### config.mk
export PLATFORM = sky130hd
export DESIGN_NAME = frame_loss_tracker
export DESIGN_NICKNAME = d
export VERILOG_FILES = /design/src/rtl/flt_pkg.sv /design/src/rtl/flt_ctrl.sv /design/src/rtl/flt_dp.sv /design/src/rtl/frame_loss_tracker.sv
export SDC_FILE = /design/constraint.sdc
export NUM_CORES = 1
export LEC_CHECK = 0
export BUFFER_PORTS_ARGS = -buffer_cell sky130_fd_sc_hd__buf_4
export CORE_MARGIN = 2
export CORE_UTILIZATION = 25
export CTS_CLUSTER_SIZE = 10
export DETAILED_ROUTE_END_ITERATION = 8
export GPL_ROUTABILITY_DRIVEN = 0
export SLEW_MARGIN = 0
export SYNTH_ARGS = -nofsm -noshare
export SYNTH_HDL_FRONTEND = slang
export SYNTH_HIERARCHICAL = 1
export SYNTH_SLANG_ARGS = --single-unit
### constraint.sdc
create_clock -name i_clk -period 5.1 [get_ports i_clk]
set_input_delay 0.51 -clock i_clk [delete_from_list [all_inputs] [get_ports i_clk]]
set_output_delay 0.51 -clock i_clk [all_outputs]
set_load 0.01 [all_outputs]
### src/rtl/flt_pkg.sv
// Package for the frame loss tracker: sizes, word types, controller states,
// command and status structs and saturating counter helpers. No dependencies.
`default_nettype none

package flt_pkg;

    localparam int QUEUE_DEPTH = 16;
    localparam int ID_BITS     = 16;
    localparam int COUNT_BITS  = 32;

    localparam int PTR_BITS = $clog2(QUEUE_DEPTH);
    localparam int OCC_BITS = $clog2(QUEUE_DEPTH + 1);

    // Counter slots
    localparam int NUM_CNT  = 6;
    localparam int CNT_TX   = 0;
    localparam int CNT_TXU  = 1;
    localparam int CNT_RXG  = 2;
    localparam int CNT_RXB  = 3;
    localparam int CNT_RXU  = 4;
    localparam int CNT_LOST = 5;

    localparam logic MODE_TX = 1'b0;
    localparam logic MODE_RX = 1'b1;

    typedef logic [ID_BITS-1:0]    t_id;
    typedef logic [COUNT_BITS-1:0] t_cnt;
    typedef logic [PTR_BITS-1:0]   t_ptr;
    typedef logic [OCC_BITS-1:0]   t_occ;

    typedef struct packed {
        logic        mode;
        logic [15:0] seq_id;
        logic        id_valid;
        logic        crc_ok;
    } t_in_word;

    typedef struct packed {
        logic        matched;
        logic        restarted;
        logic        overflow;
        logic [4:0]  lost_burst;
        logic [31:0] tx_count;
        logic [31:0] tx_unparsed_count;
        logic [31:0] rx_good_count;
        logic [31:0] rx_bad_count;
        logic [31:0] rx_unparsed_count;
        logic [31:0] lost_count;
        logic [4:0]  pending_count;
    } t_out_word;

    typedef enum logic [1:0] {
        ST_IDLE,
        ST_DECIDE,
        ST_SCAN,
        ST_DONE
    } t_state;

    typedef struct packed {
        logic load;
        logic tx_op;
        logic rx_count;
        logic pop_lost;
        logic pop_match;
        logic add_lost;
    } t_dp_cmd;

    typedef struct packed {
        logic mode;
        logic id_valid;
        logic occ_nz;
        logic head_lt;
        logic head_eq;
    } t_dp_status;

    function automatic t_cnt sat_inc(input t_cnt cur);
        t_cnt res;
        res = (cur == {COUNT_BITS{1'b1}}) ? cur : cur + t_cnt'(1);
        return res;
    endfunction

    function automatic t_cnt sat_add(input t_cnt cur, input t_occ amt);
        logic [COUNT_BITS:0] sum;
        sum = {1'b0, cur} + (COUNT_BITS + 1)'(amt);
        return sum[COUNT_BITS] ? {COUNT_BITS{1'b1}} : sum[COUNT_BITS-1:0];
    endfunction

    function automatic t_ptr ptr_next(input t_ptr p);
        t_ptr res;
        res = (p == t_ptr'(QUEUE_DEPTH - 1)) ? t_ptr'(0) : p + t_ptr'(1);
        return res;
    endfunction

endpackage

`default_nettype wire

### src/rtl/flt_ctrl.sv
// Controller of the frame loss tracker: sequences load, update, scan and report.
// Depends on flt_pkg.
`default_nettype none

module flt_ctrl
    import flt_pkg::*;
(
    input  wire logic       i_clk,
    input  wire logic       i_rst_n,
    input  wire logic       start,
    input  wire t_dp_status i_status,
    output t_dp_cmd         o_cmd,
    output logic            busy,
    output logic            o_strobe
);

    t_state r_state;
    t_state n_state;
    logic   scan_more;

    assign scan_more = i_status.occ_nz && i_status.head_lt;

    always_ff @(posedge i_clk) begin
        if (!i_rst_n) begin
            r_state <= ST_IDLE;
        end else begin
            r_state <= n_state;
        end
    end

    always_comb begin
        n_state = r_state;
        unique case (r_state)
            ST_IDLE: begin
                if (start) n_state = ST_DECIDE;
            end
            ST_DECIDE: begin
                if (i_status.mode == MODE_TX || !i_status.id_valid) n_state = ST_DONE;
                else n_state = ST_SCAN;
            end
            ST_SCAN: begin
                if (!scan_more) n_state = ST_DONE;
            end
            ST_DONE: begin
                n_state = ST_IDLE;
            end
            default: n_state = ST_IDLE;
        endcase
    end

    always_comb begin
        o_cmd    = '0;
        busy     = 1'b1;
        o_strobe = 1'b0;
        unique case (r_state)
            ST_IDLE: begin
                busy       = 1'b0;
                o_cmd.load = start;
            end
            ST_DECIDE: begin
                o_cmd.tx_op    = (i_status.mode == MODE_TX);
                o_cmd.rx_count = (i_status.mode == MODE_RX);
            end
            ST_SCAN: begin
                o_cmd.pop_lost  = scan_more;
                o_cmd.pop_match = !scan_more && i_status.occ_nz && i_status.head_eq;
                o_cmd.add_lost  = !scan_more;
            end
            ST_DONE: begin
                o_strobe = 1'b1;
            end
            default: begin
                o_strobe = 1'b0;
            end
        endcase
    end

endmodule

`default_nettype wire

### src/rtl/flt_dp.sv
// Datapath of the frame loss tracker: pending id queue, pointers, counters
// and result registers. Depends on flt_pkg.
`default_nettype none

module flt_dp
    import flt_pkg::*;
(
    input  wire logic     i_clk,
    input  wire logic     i_rst_n,
    input  wire t_in_word i_word,
    input  wire t_dp_cmd  i_cmd,
    output t_dp_status    o_status,
    output t_out_word     o_word
);

    t_id  r_mem [QUEUE_DEPTH];
    t_id  r_head_data;

    t_ptr r_head, n_head;
    t_ptr r_tail, n_tail;
    t_occ r_occ, n_occ;
    logic r_have_last, n_have_last;
    t_id  r_last_id, n_last_id;
    t_cnt r_cnt [NUM_CNT];
    t_cnt n_cnt [NUM_CNT];

    logic r_mode, r_valid, r_crc;
    t_id  r_id;
    t_occ r_lost, n_lost;
    logic r_matched, n_matched;
    logic r_restarted, n_restarted;
    logic r_overflow, n_overflow;

    logic wr_en;
    t_ptr wr_addr;
    logic restart;
    t_ptr tail_eff;
    t_occ occ_eff;

    assign restart  = r_valid && r_have_last && (r_id <= r_last_id);
    assign tail_eff = restart ? t_ptr'(0) : r_tail;
    assign occ_eff  = restart ? t_occ'(0) : r_occ;

    always_comb begin
        n_head      = r_head;
        n_tail      = r_tail;
        n_occ       = r_occ;
        n_have_last = r_have_last;
        n_last_id   = r_last_id;
        n_cnt       = r_cnt;
        n_lost      = r_lost;
        n_matched   = r_matched;
        n_restarted = r_restarted;
        n_overflow  = r_overflow;
        wr_en       = 1'b0;
        wr_addr     = tail_eff;

        if (i_cmd.load) begin
            n_lost      = '0;
            n_matched   = 1'b0;
            n_restarted = 1'b0;
            n_overflow  = 1'b0;
        end

        if (i_cmd.tx_op) begin
            if (restart) begin
                n_restarted = 1'b1;
                n_head      = '0;
                for (int k = 0; k < NUM_CNT; k++) begin
                    n_cnt[k] = '0;
                end
            end
            n_tail = tail_eff;
            n_occ  = occ_eff;
            n_cnt[CNT_TX] = sat_inc(restart ? t_cnt'(0) : r_cnt[CNT_TX]);
            if (r_valid) begin
                n_have_last = 1'b1;
                n_last_id   = r_id;
                if (occ_eff == t_occ'(QUEUE_DEPTH)) begin
                    n_overflow = 1'b1;
                end else begin
                    wr_en  = 1'b1;
                    n_tail = ptr_next(tail_eff);
                    n_occ  = occ_eff + t_occ'(1);
                end
            end else begin
                n_cnt[CNT_TXU] = sat_inc(r_cnt[CNT_TXU]);
            end
        end

        if (i_cmd.rx_count) begin
            if (r_crc) n_cnt[CNT_RXG] = sat_inc(r_cnt[CNT_RXG]);
            else       n_cnt[CNT_RXB] = sat_inc(r_cnt[CNT_RXB]);
            if (!r_valid) n_cnt[CNT_RXU] = sat_inc(r_cnt[CNT_RXU]);
        end

        if (i_cmd.pop_lost || i_cmd.pop_match) begin
            n_head = ptr_next(r_head);
            n_occ  = r_occ - t_occ'(1);
        end
        if (i_cmd.pop_lost)  n_lost    = r_lost + t_occ'(1);
        if (i_cmd.pop_match) n_matched = 1'b1;
        if (i_cmd.add_lost)  n_cnt[CNT_LOST] = sat_add(r_cnt[CNT_LOST], r_lost);
    end

    always_ff @(posedge i_clk) begin
        if (!i_rst_n) begin
            r_head      <= '0;
            r_tail      <= '0;
            r_occ       <= '0;
            r_have_last <= 1'b0;
            r_last_id   <= '0;
            for (int k = 0; k < NUM_CNT; k++) begin
                r_cnt[k] <= '0;
            end
        end else begin
            r_head      <= n_head;
            r_tail      <= n_tail;
            r_occ       <= n_occ;
            r_have_last <= n_have_last;
            r_last_id   <= n_last_id;
            r_cnt       <= n_cnt;
        end
    end

    // Input capture and per-word result flags
    always_ff @(posedge i_clk) begin
        if (i_cmd.load) begin
            r_mode  <= i_word.mode;
            r_id    <= i_word.seq_id[ID_BITS-1:0];
            r_valid <= i_word.id_valid;
            r_crc   <= i_word.crc_ok;
        end
        r_lost      <= n_lost;
        r_matched   <= n_matched;
        r_restarted <= n_restarted;
        r_overflow  <= n_overflow;
    end

    // Queue store, with head read at the next head address and write bypass
    always_ff @(posedge i_clk) begin
        if (wr_en) begin
            r_mem[wr_addr] <= r_id;
        end
    end

    always_ff @(posedge i_clk) begin
        if (wr_en && wr_addr == n_head) begin
            r_head_data <= r_id;
        end else begin
            r_head_data <= r_mem[n_head];
        end
    end

    assign o_status.mode     = r_mode;
    assign o_status.id_valid = r_valid;
    assign o_status.occ_nz   = (r_occ != '0);
    assign o_status.head_lt  = (r_head_data < r_id);
    assign o_status.head_eq  = (r_head_data == r_id);

    assign o_word.matched           = r_matched;
    assign o_word.restarted         = r_restarted;
    assign o_word.overflow          = r_overflow;
    assign o_word.lost_burst        = r_lost;
    assign o_word.tx_count          = r_cnt[CNT_TX];
    assign o_word.tx_unparsed_count = r_cnt[CNT_TXU];
    assign o_word.rx_good_count     = r_cnt[CNT_RXG];
    assign o_word.rx_bad_count      = r_cnt[CNT_RXB];
    assign o_word.rx_unparsed_count = r_cnt[CNT_RXU];
    assign o_word.lost_count        = r_cnt[CNT_LOST];
    assign o_word.pending_count     = r_occ;

endmodule

`default_nettype wire

### src/rtl/frame_loss_tracker.sv
// Frame loss tracker: one result word per event word, shown for one cycle on o_strobe.
// Transmit event or event without a valid id: accept, the decide state, then the report.
// Receive event with id: accept, the decide state, a scan of the queue head, then the report;
// the scan pops one queue entry per cycle and drops up to 16 pending ids as lost.
// Synchronous active-low reset empties the queue and clears all counters.
// The receiver cannot stall; busy stays high from accept until the strobe cycle ends.
`default_nettype none

module frame_loss_tracker
    import flt_pkg::*;
(
    input  wire logic     i_clk,
    input  wire logic     i_rst_n,
    input  wire logic     start,
    input  wire t_in_word i_word,
    output logic          busy,
    output logic          o_strobe,
    output t_out_word     o_word
);

    // Commands from the controller, status back from the datapath
    t_dp_cmd    cmd;
    t_dp_status status;

    // Sequence: accept word, update queue and counters, scan the head, report
    flt_ctrl u_ctrl (
        .i_clk    (i_clk),
        .i_rst_n  (i_rst_n),
        .start    (start),
        .i_status (status),
        .o_cmd    (cmd),
        .busy     (busy),
        .o_strobe (o_strobe)
    );

    // Hold the pending queue, pointers and saturating counters
    flt_dp u_dp (
        .i_clk    (i_clk),
        .i_rst_n  (i_rst_n),
        .i_word   (i_word),
        .i_cmd    (cmd),
        .o_status (status),
        .o_word   (o_word)
    );

endmodule

`default_nettype wire
==> impl_metrics.py, run 1 <==
metrics = {
    "worst_hold_path": {
        "worst_hold_depth": 1,
        "hold_startpoint": "i_word[18]",
        "worst_hold_path_type": "in -> reg",
    },
    "cells_and_area": {
        "finalInstanceArea_um2": 28900,
        "num_antenna_cells": 0,
        "drive_above_1_share_pct": 20.6,
        "syn2layout_area_growth_pct": 21.6,
        "finish.net_count": 2446,
    },
    "logic_synthesis": {
        "synth.cell_area_um2": 23800,
        "yosys_register_bits": 511,
        "synth_xor_area_share_pct": 0.884,
        "synth-warning-count": 6,
        "post_synth_mux_area_share_pct": 8.21,
        "syn_nets": 2199,
        "synth.avg_cell_area_um2": 11.2,
        "synth_area_leader_cell": "edfxtp_1",
        "netlist_instances": 2120,
        "yosys.area_share.adder_pct": 3.03,
        "synth.top_cells.by_area": "edfxtp_1 (35%), dfxtp_1 (19%), mux4_2 (7.6%), nand2_1 (3.4%), ha_1 (2.9%)",
        "postSynth.asyncResetShare_pct": 0,
        "synth_compound_gate_area_share_pct": 12.8,
        "yosys.area_share.simple_pct": 17.0,
        "ys.flop_type": "edfxtp_1",
        "synth_sequential_area_ratio_pct": 54.8,
        "synth_enable_flop_cells": 280,
        "netlist.area_leader.share_pct": 35.4,
        "synth_top_family_by_area": "simple AND/OR/NAND/NOR gates",
        "synth_cell_types": 90,
    },
    "run_status": {
        "run_status": "finished clean",
    },
    "sta": {
        "fin_setup_tns_ns": 0,
        "layout_min_cycle_time_ns": 4.78,
        "final_worst_hold_slack_ns": 0.0580,
        "final.setup_skew_ns": 0.0243,
        "final-max-slew-violation-count": 0,
        "fmax_mhz": 209,
        "report.final.hold_viol_count": 0,
        "worst-slew-pin-transition_ns": 1.20,
        "unrepaired_setup_endpoints_after_global_routing": "false",
        "post-route-period-util_pct": 93.8,
        "finalSetupViolCount": 0,
        "max_transition_margin_pct": 19.8,
    },
    "power": {
        "design_power_total_uw": 10500,
        "vdd_ir_drop_max_v": 0.000249,
        "p_per_area_nw_per_um2": 364,
        "cellLeakagePower_uw": 0.00993,
    },
    "setup_path": {
        "critPathMaxFanout": 20,
        "timing.critical_path.to_type": "register",
        "worst-r2r-cell-count": 18,
        "timing.critical_path.from_type": "register",
        "critPathArrivalTime_ns": 5.30,
        "crit_type": "reg -> reg",
        "required_ns": 5.62,
    },
    "placed_design": {
        "number_of_buffers_added_on_ports": 228,
        "hpwl_mm": 48.1,
        "postPlaceCellArea_um2": 27100,
    },
    "clocking": {
        "ctsHtreeMaxLevel": 2,
        "tritoncts": "yes",
        "clkSinkCount": 511,
        "clk_pin_slew_ns": 0.06,
        "clk_root_buffer_cell": "clkbuf_16",
        "worst_skew_pair.late_latency_ns": 0.63,
        "tritoncts.num_buffers": 59,
        "cts_max_path_buffers": 3,
    },
    "detailed_routing": {
        "initialDrtViolationCount": 1421,
        "drc": 0,
        "detail_route.vias_per_cell": 4.94,
        "drtPass1Iterations": 5,
        "vias": 18200,
        "detail_route.wirelength_mm": 71.2,
        "drt-wirelength-per-cell_um": 19.4,
        "antenna_violating_nets_post_route": 0,
    },
    "floorplanning": {
        "initial_utilization_pct": 25.1,
        "die_height_um": 312,
        "top_level_pins": 229,
        "design.die.area_um2": 97600,
        "rows": 113,
        "floorplan.core_area_um2": 94600,
        "die_width_um": 312,
    },
    "grt": {
        "antenna_violations_before_repair": 0,
        "grt_pass1_wl_mm": 106,
        "grt_max_degree": 62,
        "grt.overflow.total": 0,
        "grt_usage_pct": 14.0,
        "number_of_global_route_vias_before_repair": 17000,
    },
    "job": {
        "drv.max_cap_violation_count": 0,
    },
}
[cells by family after synthesis]
logic type / count (synthesis)
simple gates: 782
flops: 511
mux: 95
fa+ha+maj: 57
xor+xnor: 24
buf+inv: 183
compound gates: 468
[placed cells by master (no fill, tap or decap), types with 37 or more instances in the layout]
cell type / n
buf_4: 291
edfxtp_1: 280
dfxtp_1: 229
nand2_1: 213
a21oi_1: 123
o21ai_0: 120
nor2_1: 119
nand3_1: 111
mux4_2: 80
inv_1: 75
clkbuf_16: 59
and3_1: 58
ha_1: 56
nand4_1: 50
nor3_1: 48
a31oi_1: 42
clkbuf_1: 37
or3_1: 37
[sequential cells by signal (all words and copies together) (netlist names), named ones only]
register	count
u_ctrl/r_state	2
u_dp/o_word	192
u_dp/r_crc	1
u_dp/r_have_last	1
u_dp/r_head	4
u_dp/r_id	16
u_dp/r_last_id	16
u_dp/r_lost	5
u_dp/r_matched	1
u_dp/r_mem	256
u_dp/r_mode	1
u_dp/r_occ	5
u_dp/r_overflow	1
u_dp/r_restarted	1
u_dp/r_tail	4
u_dp/r_valid	1
[timing repair]
action,4_1_cts,5_1_grt
resized for setup,0,1
buffers inserted,0,1
setup endpoints to repair,0,16
hold buffers,0,0
[where the power goes]
part           leakage (uW)  internal (uW)  switching (uW)  total [uW]
logic               0.00468            698            1100        1800
registers           0.00439           4600             177        4780
clock network      0.000853           2300            1660        3960
[final cells by class]
class	count	area [um^2]
well taps	1265	1580
fillers	9599	65700
clock inverters	4	67.6
inverters	76	288
multi-input cells	1426	10000
repair buffers	293	2220
clock buffers	103	1710
flip-flops and latches	511	13000
[metrics by stage]
| stage | cells | setup WS, ns | util (%) |
|---|---|---|---|
| floorplan | 2120 | 0.215 | - |
| global placement | 3570 | 0.171 | 28.7 |
| detailed placement | 3570 | 0.158 | 28.7 |
| CTS | 3677 | 0.157 | 30.5 |
| global route | 3678 | 0.000687 | 30.6 |
| finish | 3678 | 0.316 | 30.6 |
[cells in the mapped netlist (5+ instances only)]
master	instances
inv_1	76
a21o_1	13
buf_1	11
nor3b_1	6
or3_1	37
a311oi_1	15
clkbuf_1	62
a211o_1	22
a22o_1	8
nand4_1	50
nor2_1	119
edfxtp_1	280
mux2i_1	14
dfxtp_1	231
nand2_1	213
o31ai_1	12
and4_1	19
buf_2	24
nand2b_1	10
o211ai_1	17
ha_1	56
and2_1	28
o21a_1	17
xnor2_1	10
buf_4	7
o21ai_1	12
xor2_1	14
o21ai_0	120
nand3_1	111
or2_2	7
nor4_1	15
a21oi_1	123
nor2b_1	10
nor3_1	49
mux4_2	80
or4_1	17
and3_1	58
nor4b_1	5
a31oi_1	42
a211oi_1	6
[layer usage]
metal | GRT usage (%) | vias to the layer above | part of all wire [%]
met2 | 23.1 | 541 | 48
met3 | 4.08 | 91 | 7.9
li1 | - | 8585 | -
met4 | 3.58 | 0 | 2.2
met5 | 0 | - | 0
met1 | 17.8 | 8959 | 42
[path summary, 6_finish.rpt]
check                       to  slack (ns)
max              u_dp/r_occ[4]        0.32
min                u_dp/r_mode        0.06
max reg2reg      u_dp/r_occ[4]        0.32
min reg2reg  u_dp/r_last_id[4]        0.45
[worst max-delay path, stage by stage, from the launching register on]
cell	delay, ns
dfxtp_2	0.63
buf_4	0.39
mux4_2	0.34
mux4_2	0.48
ha_1	0.31
o21a_1	0.11
o21ai_0	0.15
a21oi_1	0.09
o311ai_0	0.35
a21oi_1	0.14
a211oi_2	0.37
and4b_1	0.27
or2_2	0.37
nor2_1	0.14
nor2_1	0.06
o21ai_0	0.22
a21oi_1	0.06
a31oi_1	0.14
nand2_1	0.06
(Power assumes the default switching activity.)
==> run 2, diff against run 1 <==
--- a/config.mk
+++ b/config.mk
@@ -6,4 +6,5 @@
 export NUM_CORES = 1
 export LEC_CHECK = 0
+export ABC_AREA = 1
 export BUFFER_PORTS_ARGS = -buffer_cell sky130_fd_sc_hd__buf_4
 export CORE_MARGIN = 2
==> constraint.sdc (replaced) <==
create_clock -name i_clk -period 5.1 [get_ports i_clk]
set_input_delay 1.02 -clock i_clk [delete_from_list [all_inputs] [get_ports i_clk]]
set_output_delay 1.02 -clock i_clk [all_outputs]
set_load 0.005 [all_outputs]
==> run 2 against run 1 <==
  * Critical endpoint is now u_dp/r_occ[2]
  * Worst hold slack better by 0.40 ns
  * Largest cell class unchanged
  * Synthesized area rose by 6.0%
  * Via count rose by 14%
==> impl_metrics.py, run 2 <==
metrics = {
    "run_status": {
        "run_status": "finished clean",
    },
    "logic_synthesis": {
        "synth-warning-count": 6,
        "synth_sequential_area_ratio_pct": 51.7,
        "postSynth.asyncResetShare_pct": 0,
        "synth_most_common_cell": "nand2_1",
        "yosys_register_bits": 511,
        "synth.avg_cell_area_um2": 8.78,
        "post_synth_most_frequent_cells": "nand2_1 (577), inv_1 (304), edfxtp_1 (280)",
        "netlist.area_leader.share_pct": 33.3,
        "synth.top_cells.by_area": "edfxtp_1 (33%), dfxtp_1 (18%), nand2_1 (8.6%), a21oi_1 (5.4%), inv_1 (4.5%)",
        "ys.flop_type": "edfxtp_1",
        "netlist_instances": 2871,
        "synth.cell_area_um2": 25200,
        "synth_enable_flop_cells": 280,
        "syn_nets": 2950,
        "synth_cell_types": 61,
        "synth_area_leader_cell": "edfxtp_1",
    },
    "cells_and_area": {
        "largest_reg_flops": 256,
        "layout.cells.most_common_list": "nand2_1 (577), inv_1 (303), buf_4 (284)",
        "layout.cells.most_common": "nand2_1",
        "syn2layout_area_growth_pct": 20.9,
        "finish.net_count": 3185,
        "num_antenna_cells": 0,
        "top_reg_by_flops": "u_dp/r_mem",
        "drive_above_1_share_pct": 15.1,
    },
    "setup_path": {
        "crit_type": "reg -> reg",
        "required_ns": 5.68,
        "critPathMaxFanout": 67,
        "critPathArrivalTime_ns": 5.30,
        "timing.critical_path.from_type": "register",
        "ff2ff_setup_slack_ns": 0.38,
        "timing.critical_path.to_type": "register",
    },
    "worst_hold_path": {
        "worst_hold_path_type": "reg -> reg",
    },
    "clocking": {
        "postCtsResizedCells": 0,
        "cts_post_setup_buffers_inserted": 0,
        "clk_root_buffer_cell": "clkbuf_16",
        "tritoncts": "yes",
        "worst_skew_pair.late_latency_ns": 0.65,
        "tritoncts.num_buffers": 61,
        "cts_max_path_buffers": 3,
        "clkSinkCount": 511,
        "clk_pin_slew_ns": 0.06,
        "hold_buffers": 0,
        "ctsHtreeMaxLevel": 2,
    },
    "sta": {
        "final.setup_skew_ns": 0.0288,
        "report.final.hold_viol_count": 0,
        "fin_setup_tns_ns": 0,
        "finalSetupViolCount": 0,
        "final-max-slew-violation-count": 0,
        "post-route-period-util_pct": 92.5,
        "fmax_mhz": 212,
        "layout_min_cycle_time_ns": 4.72,
        "worst-slew-pin-transition_ns": 0.896,
        "unrepaired_setup_endpoints_after_global_routing": "false",
        "max_transition_margin_pct": 40.2,
    },
    "grt": {
        "grt.overflow.total": 0,
        "antenna_violations_before_repair": 1,
        "grt_max_degree": 101,
        "grt_usage_pct": 14.2,
        "grt_pass1_wl_mm": 116,
        "number_of_global_route_vias_before_repair": 19400,
    },
    "power": {
        "vdd_ir_drop_max_v": 0.000243,
        "switching_share_pct": 30.6,
        "design_power_total_uw": 11200,
        "power_frac_comb_pct": 19.4,
        "clkPwrFrac_pct": 37.3,
        "p_per_area_nw_per_um2": 367,
        "total_switching_power_uw": 3410,
        "cellLeakagePower_uw": 0.0110,
        "total_internal_power_uw": 7760,
        "sequential_group_share_of_total_power_pct": 43.3,
    },
    "detailed_routing": {
        "drt-wirelength-per-cell_um": 17.0,
        "initialDrtViolationCount": 1704,
        "detail_route.wirelength_mm": 75.9,
        "detail_route.vias_per_cell": 4.65,
        "drtPass1Iterations": 5,
        "vias": 20700,
        "drc": 0,
        "antenna_violating_nets_post_route": 0,
    },
    "placed_design": {
        "number_of_buffers_added_on_ports": 228,
        "hpwl_mm": 51.8,
    },
    "floorplanning": {
        "top_level_pins": 229,
        "design.die.area_um2": 103000,
        "floorplan.core_area_um2": 100000,
        "initial_utilization_pct": 25.2,
        "die_height_um": 322,
        "die_width_um": 322,
        "rows": 116,
    },
    "job": {
        "drv.max_cap_violation_count": 0,
    },
}
[run 2: metal layers]
layer / global-route usage, % / wire length (um) / vias up
met3: 3.30 / 5850 / 108
met1: 18.9 / 33500 / 9761
met4: 3.76 / 1670 / 2
met5: 0 / 13 / -
met2: 23.2 / 34900 / 610
li1: - / - / 10200
[run 2: path summary, 6_finish.rpt]
| check | startpoint | to | depth (start not counted) |
|---|---|---|---|
| worst max-delay path | register | u_dp/r_occ[2] | 19 |
| worst min-delay path | u_dp/r_last_id[2] | u_dp/r_last_id[2] | 2 |
| worst max register to register | register | u_dp/r_occ[2] | 19 |
| worst min register to register | u_dp/r_last_id[2] | u_dp/r_last_id[2] | 2 |
[run 2: cell families (layout without fill, tap and decap cells)]
family | after synthesis | after routing | synth area share [%]
AOI/OAI and AO/OA | 574 | 574 | 12.7
DFF | 511 | 511 | 51.7
adders and majority gates | 57 | 57 | 2.86
muxes | 65 | 65 | 2.59
buffers and inverters | 429 | 714 | 6.89
and+or+nand+nor | 1146 | 1146 | 20.2
xor gates and xnor gates | 89 | 89 | 3.09
[run 2: power by group through the flow]
stage          logic, uW  registers (uW)  clock network (uW)
3_3_place_gp        2140            4920                   0
5_1_grt             2400            4850                4460
4_1_cts             2170            4840                4300
6_report            2170            4830                4170
3_5_place_dp        2160            4920                   0
2_1_floorplan       1410            4820                   0
[run 2: stage by stage]
| stage | worst slack (ns) | utilization, % | cells | instance area (um^2) | hold slack, ns |
|---|---|---|---|---|---|
| after floorplan | 1.19 | - | 2871 | 25200 | 0.428 |
| after detailed placement | 0.460 | 28.6 | 4341 | 28600 | 0.447 |
| final | 0.385 | 30.5 | 4454 | 30500 | 0.460 |
| after CTS | 0.416 | 30.5 | 4454 | 30500 | 0.464 |
| after global routing | 0.0600 | 30.5 | 4454 | 30500 | 0.488 |
| after global placement | 0.498 | 28.6 | 4341 | 28600 | 0.445 |
[run 2: critical path, stage by stage, from the launching register on]
cell	delay (ns)
dfxtp_4	0.93
buf_4	0.40
mux2i_1	0.25
o21ai_0	0.10
o211ai_1	0.23
nand2_1	0.09
ha_1	0.30
a21oi_1	0.12
o21ai_0	0.09
a21oi_1	0.15
o221ai_1	0.17
a221oi_1	0.46
buf_4	0.22
nand3_2	0.11
inv_1	0.11
nor2_1	0.06
inv_1	0.29
o21ai_0	0.12
mux2_2	0.28
a21oi_1	0.13
[run 2: cell type report]
type                            instances  area (um^2)
Inverter                              312         1180
Fill cell                           10400        69500
Clock inverter                         11          145
Multi-Input combinational cell       1931        10500
Tap cell                             1298         1620
Timing Repair Buffer                  289         2230
Clock buffer                          102         1760
Sequential cell                       511        13000
==> run 3, diff against run 2 <==
- ABC_AREA: 1 -> not set
==> run 3 against run 2 <==
  * Power decreased by 5.3%
  * Design area is 4.7% lower
  * Clock skew decreased by 0.0098 ns
  * Flip-flop and latch count unchanged
  * Critical path depth is 1 lower
  * Register-to-register slack improved by 0.16 ns
  * Combinational power is 17% lower
  * Sequential power down 1%
  * First-iteration DRC count is 17% lower
  * Global-route usage down 0.16 points
  * Non-clock buffer count rose by 11
  * Utilization grew 0.23 points
==> impl_metrics.py, run 3 (same netlist as run 1, synthesis figures left out) <==
metrics = {
    "setup_path": {
        "critPathMaxFanout": 20,
        "critPathArrivalTime_ns": 5.08,
        "required_ns": 5.62,
        "timing.critical_path.from_type": "register",
        "timing.critical_path.to_type": "register",
        "crit_type": "reg -> reg",
    },
    "clocking": {
        "tritoncts.num_buffers": 60,
        "worst_skew_pair.late_latency_ns": 0.64,
        "clkSinkCount": 511,
        "clk_root_buffer_cell": "clkbuf_16",
        "clk_pin_slew_ns": 0.06,
        "ctsHtreeMaxLevel": 2,
        "cts_max_path_buffers": 3,
        "tritoncts": "yes",
    },
    "floorplanning": {
        "die_width_um": 312,
        "floorplan.core_area_um2": 94600,
        "design.die.area_um2": 97600,
        "rows": 113,
        "top_level_pins": 229,
        "die_height_um": 312,
        "initial_utilization_pct": 25.1,
    },
    "placed_design": {
        "number_of_buffers_added_on_ports": 228,
        "dp_cells": 3573,
        "hpwl_mm": 48.4,
    },
    "sta": {
        "post-route-period-util_pct": 89.4,
        "report.final.hold_viol_count": 0,
        "layout_min_cycle_time_ns": 4.56,
        "worst-slew-pin-transition_ns": 1.17,
        "max_transition_margin_pct": 21.8,
        "final.setup_skew_ns": 0.0190,
        "finalSetupViolCount": 0,
        "fmax_mhz": 219,
        "fin_setup_tns_ns": 0,
        "final-max-slew-violation-count": 0,
        "unrepaired_setup_endpoints_after_global_routing": "false",
    },
    "grt": {
        "grt.overflow.total": 0,
        "grt_max_degree": 60,
        "antenna_violations_before_repair": 1,
        "grt_pass1_wl_mm": 107,
        "grt_usage_pct": 14.1,
        "number_of_global_route_vias_before_repair": 17100,
    },
    "cells_and_area": {
        "top_reg_by_flops": "u_dp/r_mem",
        "num-fill-cells": 9583,
        "layout.cells.most_common_list": "buf_4 (296), edfxtp_1 (280), dfxtp_1 (229)",
        "largest_reg_flops": 256,
        "finish.net_count": 2454,
        "area.sequential_um2": 13000,
        "syn2layout_area_growth_pct": 22.1,
        "instances_no_fill": 3689,
        "layout.cells.most_common": "buf_4",
        "multiInputGateArea_um2": 10000,
        "drive_above_1_share_pct": 20.9,
    },
    "detailed_routing": {
        "drtPass1Iterations": 6,
        "detail_route.wirelength_mm": 70.9,
        "antenna_violating_nets_post_route": 0,
        "initialDrtViolationCount": 1422,
        "drt-wirelength-per-cell_um": 19.2,
        "drc": 0,
        "detail_route.vias_per_cell": 4.92,
        "vias": 18100,
    },
    "power": {
        "vdd_ir_drop_max_v": 0.000348,
        "p_per_area_nw_per_um2": 364,
        "design_power_total_uw": 10600,
        "clkPwrFrac_pct": 37.9,
        "total_internal_power_uw": 7600,
        "cellLeakagePower_uw": 0.00999,
        "sequential_group_share_of_total_power_pct": 45.1,
        "power_frac_comb_pct": 17.0,
        "total_switching_power_uw": 2980,
        "switching_share_pct": 28.1,
    },
    "run_status": {
        "run_status": "finished clean",
    },
    "job": {
        "drv.max_cap_violation_count": 0,
    },
    "worst_hold_path": {
        "worst_hold_path_type": "reg -> reg",
    },
}
[run 3: metal layers]
metal,global-route usage (%),vias to the layer above,wire [um]
li1,-,8590,-
met1,18.0,8936,29900
met2,22.8,498,33600
met3,4.20,110,5460
met4,4.41,0,2010
met5,0,-,0
[run 3: path summary, 6_finish.rpt]
check | slack [ns] | startpoint | depth (start not counted) | to
worst max register to register | 0.54 | register | 18 | u_dp/r_occ[4]
worst min-delay path | 0.45 | u_dp/r_last_id[4] | 2 | u_dp/r_last_id[4]
worst max-delay path | 0.54 | register | 18 | u_dp/r_occ[4]
worst min register to register | 0.45 | u_dp/r_last_id[4] | 2 | u_dp/r_last_id[4]
[run 3: power by group through the flow]
stage,logic [uW],clock network [uW],registers (uW)
final,1800,4010,4770
after global routing,2000,4260,4790
after CTS,1780,4110,4780
after detailed placement,1770,0,4870
after global placement,1740,0,4870
after floorplan,1120,0,4830
[run 3: through the flow]
stage | utilization [%] | hold WS, ns | cell area [um^2] | setup WS [ns]
6_report | 30.7 | 0.454 | 29000 | 0.543
5_1_grt | 30.7 | 0.467 | 29000 | 0.0584
4_1_cts | 30.6 | 0.455 | 29000 | 0.263
3_5_place_dp | 28.7 | 0.447 | 27200 | 0.304
3_3_place_gp | 28.7 | 0.443 | 27200 | 0.324
2_1_floorplan | - | 0.427 | 23800 | 0.215
[run 3: timing repair]
item,in CTS,in global routing
endpoints found under the hold margin,0,0
setup endpoints to repair,0,13
gates resized for setup,0,2
hold buffers,0,0
buffers inserted,0,5
[run 3: worst max-delay path: stages (launching register included)]
cell	delay, ns
dfxtp_4	0.48
buf_12	0.24
mux4_2	0.52
mux4_2	0.48
ha_1	0.31
o21a_1	0.11
o21ai_0	0.16
a21oi_1	0.09
o311ai_0	0.31
a21oi_1	0.14
a211oi_2	0.31
and4b_1	0.27
or2_2	0.36
nor2_1	0.13
nor2_1	0.06
o21ai_0	0.21
a21oi_1	0.07
a31oi_1	0.14
nand2_1	0.06
[run 3: cell type report]
cell class,count,area share (%)
sequential,511,44.9
multi-input combinational,1426,34.5
tap,1265,5.45
antenna,1,0.00862
clock inverter,7,0.332
clock buffer,103,5.93
timing repair buffer,300,7.93
inverter,76,0.991
